**src/sv/ksvm_pkg.sv**
```systemverilog
// ----------------------------------------------------------------------------
// ksvm_pkg
// Types, constants and the exp table shared by the kernel classifier modules.
// ----------------------------------------------------------------------------
package ksvm_pkg;

  localparam int unsigned MaxSv    = 128;
  localparam int unsigned MaxFeat  = 1024;
  localparam int unsigned ExpN     = 256;
  localparam int unsigned SvW      = $clog2(MaxSv);
  localparam int unsigned FeatW    = $clog2(MaxFeat);
  localparam int unsigned ExpW     = $clog2(ExpN);
  localparam int unsigned FcntW    = $clog2(MaxFeat + 1);
  localparam int unsigned ScntW    = $clog2(MaxSv + 1);

  localparam logic [1:0] OpSupFeat = 2'd0;
  localparam logic [1:0] OpCoef    = 2'd1;
  localparam logic [1:0] OpQuery   = 2'd2;

  localparam logic [2:0] CfgMode  = 3'd0;
  localparam logic [2:0] CfgGamma = 3'd1;
  localparam logic [2:0] CfgBias  = 3'd2;
  localparam logic [2:0] CfgFcnt  = 3'd3;
  localparam logic [2:0] CfgScnt  = 3'd4;

  localparam logic [16:0] Log2eQ16 = 17'd94548;

  typedef enum logic [3:0] {
    ST_IDLE,
    ST_SV_START,
    ST_FEAT,
    ST_FEAT_DRAIN,
    ST_KERN_A,
    ST_KERN_B,
    ST_KERN_C,
    ST_ACC,
    ST_OUT
  } state_e;

  typedef struct packed {
    logic sv_clear;    // start a new support vector
    logic feat_step;   // issue read for feature index
    logic kern_a;
    logic kern_b;
    logic kern_c;
    logic acc_step;
    logic acc_init;
    logic out_load;
  } cmd_t;

  typedef struct packed {
    logic feat_done;   // last feature issued
    logic sv_done;     // last support vector accumulated
    logic pipe_empty;
    logic no_feat;
    logic no_sv;
  } sts_t;

  typedef logic [ExpN-1:0][16:0] exp_rom_t;

  function automatic logic [16:0] exp_entry(input int unsigned i);
    logic [63:0] y, term;
    logic signed [63:0] sum;
    y    = (64'(i) * 64'd744261118) / 64'(ExpN);
    term = 64'd1 << 30;
    sum  = 64'sd1 <<< 30;
    for (int k = 1; k <= 24; k++) begin
      term = ((term * y) >> 30) / 64'(k);
      if (k % 2 == 1) sum = sum - $signed(term);
      else sum = sum + $signed(term);
    end
    if (sum < 0) sum = 0;
    return 17'((64'(sum) + 64'd8192) >> 14);
  endfunction

  function automatic exp_rom_t build_exp_rom();
    exp_rom_t r;
    for (int unsigned i = 0; i < ExpN; i++) r[i] = exp_entry(i);
    return r;
  endfunction

  // 2^(-i/ExpN) in unsigned Q1.16, fixed at elaboration
  localparam exp_rom_t ExpRom = build_exp_rom();

endpackage

```
**src/sv/ksvm_ctrl.sv**
```systemverilog
// ----------------------------------------------------------------------------
// ksvm_ctrl
// Sequencer for the decision pass: walks support vectors and features.
// ----------------------------------------------------------------------------
module ksvm_ctrl (
  input  logic            clk_i,
  input  logic            rst_ni,
  input  logic            start_i,
  input  ksvm_pkg::sts_t  sts_i,
  input  logic            out_taken_i,
  output ksvm_pkg::cmd_t  cmd_o,
  output logic            busy_o,
  output logic            out_valid_o
);

  ksvm_pkg::state_e state_q, state_d;

  always_ff @(posedge clk_i or negedge rst_ni) begin
    if (!rst_ni) state_q <= ksvm_pkg::ST_IDLE;
    else state_q <= state_d;
  end

  always_comb begin
    state_d = state_q;
    case (state_q)
      ksvm_pkg::ST_IDLE: if (start_i) begin
        state_d = sts_i.no_sv ? ksvm_pkg::ST_OUT : ksvm_pkg::ST_SV_START;
      end
      ksvm_pkg::ST_SV_START: begin
        state_d = sts_i.no_feat ? ksvm_pkg::ST_FEAT_DRAIN : ksvm_pkg::ST_FEAT;
      end
      ksvm_pkg::ST_FEAT: if (sts_i.feat_done) state_d = ksvm_pkg::ST_FEAT_DRAIN;
      ksvm_pkg::ST_FEAT_DRAIN: if (sts_i.pipe_empty) state_d = ksvm_pkg::ST_KERN_A;
      ksvm_pkg::ST_KERN_A: state_d = ksvm_pkg::ST_KERN_B;
      ksvm_pkg::ST_KERN_B: state_d = ksvm_pkg::ST_KERN_C;
      ksvm_pkg::ST_KERN_C: state_d = ksvm_pkg::ST_ACC;
      ksvm_pkg::ST_ACC: begin
        state_d = sts_i.sv_done ? ksvm_pkg::ST_OUT : ksvm_pkg::ST_SV_START;
      end
      ksvm_pkg::ST_OUT: if (out_taken_i) state_d = ksvm_pkg::ST_IDLE;
      default: state_d = ksvm_pkg::ST_IDLE;
    endcase
  end

  always_comb begin
    cmd_o       = '0;
    busy_o      = 1'b1;
    out_valid_o = 1'b0;
    case (state_q)
      ksvm_pkg::ST_IDLE: begin
        busy_o = 1'b0;
        cmd_o.acc_init = start_i;
      end
      ksvm_pkg::ST_SV_START: cmd_o.sv_clear = 1'b1;
      ksvm_pkg::ST_FEAT: cmd_o.feat_step = 1'b1;
      ksvm_pkg::ST_FEAT_DRAIN: ;
      ksvm_pkg::ST_KERN_A: cmd_o.kern_a = 1'b1;
      ksvm_pkg::ST_KERN_B: cmd_o.kern_b = 1'b1;
      ksvm_pkg::ST_KERN_C: cmd_o.kern_c = 1'b1;
      ksvm_pkg::ST_ACC: begin
        cmd_o.acc_step = 1'b1;
        cmd_o.out_load = sts_i.sv_done;
      end
      ksvm_pkg::ST_OUT: out_valid_o = 1'b1;
      default: ;
    endcase
  end

endmodule

```
**config.mk**
```make
export PLATFORM = sky130hd
export DESIGN_NAME = ksvm_ctrl
export DESIGN_NICKNAME = d
export VERILOG_FILES = /design/src/sv/ksvm_pkg.sv /design/src/sv/ksvm_ctrl.sv
export SDC_FILE = /design/constraint.sdc
export NUM_CORES = 1
export LEC_CHECK = 0
export ABC_AREA = 1
export BUFFER_PORTS_ARGS = -buffer_cell sky130_fd_sc_hd__clkbuf_2
export CAP_MARGIN = 10
export CORE_AREA = 2 2 39 41
export CTS_CLUSTER_SIZE = 10
export DETAILED_ROUTE_END_ITERATION = 16
export DIE_AREA = 0 0 41 43
export PLACE_DENSITY = 0.61
export SETUP_SLACK_MARGIN = 0.3
export SLEW_MARGIN = 20
export SYNTH_ARGS = -nofsm -noshare
export SYNTH_HDL_FRONTEND = slang
export SYNTH_SLANG_ARGS = --single-unit
```
**constraint.sdc**
```tcl
create_clock -name clk_i -period 1.3 [get_ports clk_i]
set_input_delay 0.13 -clock clk_i [delete_from_list [all_inputs] [get_ports clk_i]]
set_output_delay 0.13 -clock clk_i [all_outputs]
set_load 0.02 [all_outputs]
```
* Word level (Yosys, flattened, before mapping) *
Cells that the tools add are included.

word-level totals
  word-level logic and storage cells = 33
  flip-flop bits (word level) = 4

operators by class
  reduce and logical (&&, ||, !) cells = 2
  equality and inequality tests = 12
  mux-type cells = 18

operators by type and width
  kind                                                             count
  4-bit one-hot mux with 9 select lines                            1
  4-bit 2-to-1 mux                                                 6
  4-bit by 3-bit == test with 1-bit output, second input constant  4
  1-bit 2-to-1 mux                                                 11
  4-bit by 2-bit == test with 1-bit output, second input constant  2
  2-bit inequality test, second input constant                     4
  4-bit by 1-bit == test with 1-bit output, second input constant  1
  4-bit == test, second input constant                             1
  4-bit zero test                                                  1
  4-bit AND reduction                                              1

* Depth between registers and ports, before layout *
  word-level depth = 3
  mapped depth = 8
  gate-level depth less buffers = 8

* Least setup slack after synthesis *
No wires, ideal clock.

  path type = flip-flop to output port
  start = register state_q[2]
  end = output cmd_o[1] in the netlist's numbering
  slack = 19 ps
  data arrival time = 1151 ps
  data required time = 1170 ps
  path buffers = 0
  stages on the path, launching flop included = 4
  path through = dfrtp_1 > nor2_4 > nand2_1 > nor2_1

RTL lines
  element                   line             source
  start: declaration        ksvm_ctrl.sv:16  ksvm_pkg::state_e state_q, state_d;
  start signal: assignment  ksvm_ctrl.sv:19  if (!rst_ni) state_q <= ksvm_pkg::ST_IDLE;
  start signal: assignment  ksvm_ctrl.sv:20  else state_q <= state_d;
  end: declaration          ksvm_ctrl.sv:11  output ksvm_pkg::cmd_t cmd_o,

==> out/results.tsv <==
metric	value	unit
share of the synthesized area in the top cell type	26.4	%
H-tree depth	1	
I/O pin cnt	19	
GP Congestion	0.861	
global-route wire length before repair	1880	um
cts bufs inserted	3	
Syn Std Cell Area	379	um^2
vias per cell	4.47	
vias in the first global route	462	
PortBufs	18	
Reg area	105	um^2
CP max FO	4	
switching portion of total power	48.8	%
relative slew slack	85.2	%
Final ANT Viol Nets	0	
Worst Setup End Kind	primary output	
WL final	1170	um
top cells by count, synth	nand2_1, inv_1, nor2_1	
clock buffer depth	2	
DRT Pass-1 Iters	4	
violated checks	negative setup slack	
clk sinks	4	
root buffer selected by CTS	clkbuf_4	
GRT Total Usage	16.2	%
DR DRC count	0	
gr ovfl total	0	
initial antenna violation count	0	
CP endpoint	cmd_o[5]	
Psw	961	uW
Most used DFF post-synth	dfrtp_1	
biggest regs	state_q (4)	
Hold Crit Class	in2reg	
combinational power share	74.8	%
diode count	0	
final setup vio count	8	
FF-to-FF path depth	7	
routed length per instance	10.1	um
RSZ-0062 raised after global routing	true	
effective utilization at floorplan	27.4	%
Finished Layout Cells	116	
setup TNS	-0.266	ns
Seq pwr share	16.2	%
Syn Area/Cell	5.83	um^2
TritonCTS clock tree	done	
Async SR Flop Fraction	100	%
Crit Path Class	reg2out	
slew at the pin closest to its max-slew limit	0.222	ns
Post-Synthesis Cells	65	
largest net degree at the start of global routing	7	
Reg2Reg Setup Slack	0.03	ns
status	finished, violations left	
Clock power frac	9.1	%
core box area	0.00138	mm^2
Worst VDD drop	0.950	mV
Pint	1010	uW
DP Cell Count	99	
minimum clock period after layout	1.38	ns
period utilisation layout	106	%
die outline height	43	um
#FFs+latches synth	4	
Critical R2R Capture	state_q[2]$_DFFE_PN0P_	
Critical Path Start Type	flop	
P&R area growth vs syn	118	%
die area	0.00176	mm^2
Final Skew	0.00761	ns
Synth Net Count	74	
Synth area leader	dfrtp_1	
clk_lat worst skew	0.24	ns
Biggest register	state_q	
die width	41	um
Clk pin slew, worst setup/hold paths	0.04	ns
Final WS setup	-0.0824	ns
Pleak	0.000440	uW
nets@finish	110	
register area share after synthesis	26.4	%
Worst Path Arrival	1.25	ns
Yosys cell types	18	
Peak Freq	723	MHz
CP Data Required Time	1.17	ns
r2r startpoint	state_q[1]$_DFFE_PN0P_	
DRT iter0 DRCs	7	
share of cells above drive strength 1	68.0	%
DP HPWL	784	um
row cnt	14	
PwrDens	2380	mW/mm^2
Post-synth EDFFs	0	
yosys warns	0	
Worst Setup SP	state_q[3]$_DFFE_PN0P_	
Final Util	59.9	%
Hold Fails Final Rpt	0	
max-slew violation count	0	
max FFs per register	4	
Max Cap Violations	0	
Multi-input gate area	324	um^2
Fillers	119	
top cells by area, synth	dfrtp_1, nand2_1, inv_1	
DR vias	519	
top-count cell post-synth	nand2_1	
## worst min-delay path by stage
stage | startpoint | cells after the start | to | slack [ns]
finish | sts_i[2] | 4 | state_q[0]$_DFFE_PN0P_ | 0.16
global route | sts_i[2] | 4 | state_q[0]$_DFFE_PN0P_ | 0.18
CTS | sts_i[2] | 4 | state_q[0]$_DFFE_PN0P_ | 0.16
detailed placement | rst_ni | 1 | state_q[3]$_DFFE_PN0P_ | -0.06
global placement | rst_ni | 1 | state_q[3]$_DFFE_PN0P_ | -0.06
floorplan | rst_ni | 0 | state_q[0]$_DFFE_PN0P_ | -0.17
## layout by cell type (no fill, tap or decap), drive strengths merged
| cell type | instances |
|---|---|
| nand3 | 5 |
| nor3 | 1 |
| a2bb2oi | 1 |
| nand3b | 1 |
| o21ai | 2 |
| nand4 | 1 |
| nor4 | 1 |
| nand2 | 17 |
| buf | 20 |
| and2 | 1 |
| dlygate4sd3 | 1 |
| nor2 | 12 |
| inv | 18 |
| clkbuf | 14 |
| dfrtp | 4 |
| o22ai | 1 |
## critical path, cell delays in order, from the launching register on
cell and delay [ns]:
dfrtp_2 0.44, nor2_4 0.21, inv_4 0.08, nor3_4 0.11
clkbuf_8 0.16
## final cells by class
cell class | instances | area share [%]
multi-input cells | 43 | 39.1
repair buffers | 31 | 33.8
inverters | 18 | 8.76
flip-flops and latches | 4 | 12.7
clock buffers | 4 | 3.17
well taps | 16 | 2.42
## timing repair
| item | CTS | global route |
|---|---|---|
| buffers inserted | 10 | 2 |
| gates resized for setup | 22 | 26 |
| cloned | 0 | 0 |
| setup endpoints to repair | 14 | 14 |
| pin swaps | 8 | 9 |
| hold endpoints to repair | 4 | 0 |
| hold buffers | 1 | 0 |
## power by group through the flow
stage / registers [uW] / clock network [uW] / logic [uW]
4_1_cts: 310 / 187 / 1300
3_3_place_gp: 320 / 0 / 894
3_5_place_dp: 320 / 0 / 896
2_1_floorplan: 304 / 0 / 702
6_report: 318 / 178 / 1470
5_1_grt: 331 / 201 / 1590
## layer usage
layer	part of all wire [%]	track usage, %	routed length (um)
met1	37	18.9	433
met2	56	25.6	658
met3	6.7	6.28	79
met4	0	6.00	0
met5	0	0	0
## per-stage QoR
step | hold WS [ns] | area, um^2 | worst slack, ns | power [uW]
2_1_floorplan | -0.166 | 457 | 0.183 | 1010
3_3_place_gp | -0.0583 | 567 | 0.0505 | 1210
3_5_place_dp | -0.0596 | 567 | 0.0615 | 1220
4_1_cts | 0.162 | 766 | -0.0868 | 1800
5_1_grt | 0.175 | 828 | -0.138 | 2120
6_report | 0.164 | 828 | -0.0824 | 1970
## cells by family (layout without fill, tap and decap cells)
kind of cell | Yosys count | in the layout | share of synthesized area [%]
compound gates | 4 | 4 | 6.60
flops | 4 | 4 | 26.4
simple gates | 39 | 39 | 48.8
buf+inv | 18 | 53 | 18.2
Note: power is estimated with default switching activity, not from simulation.
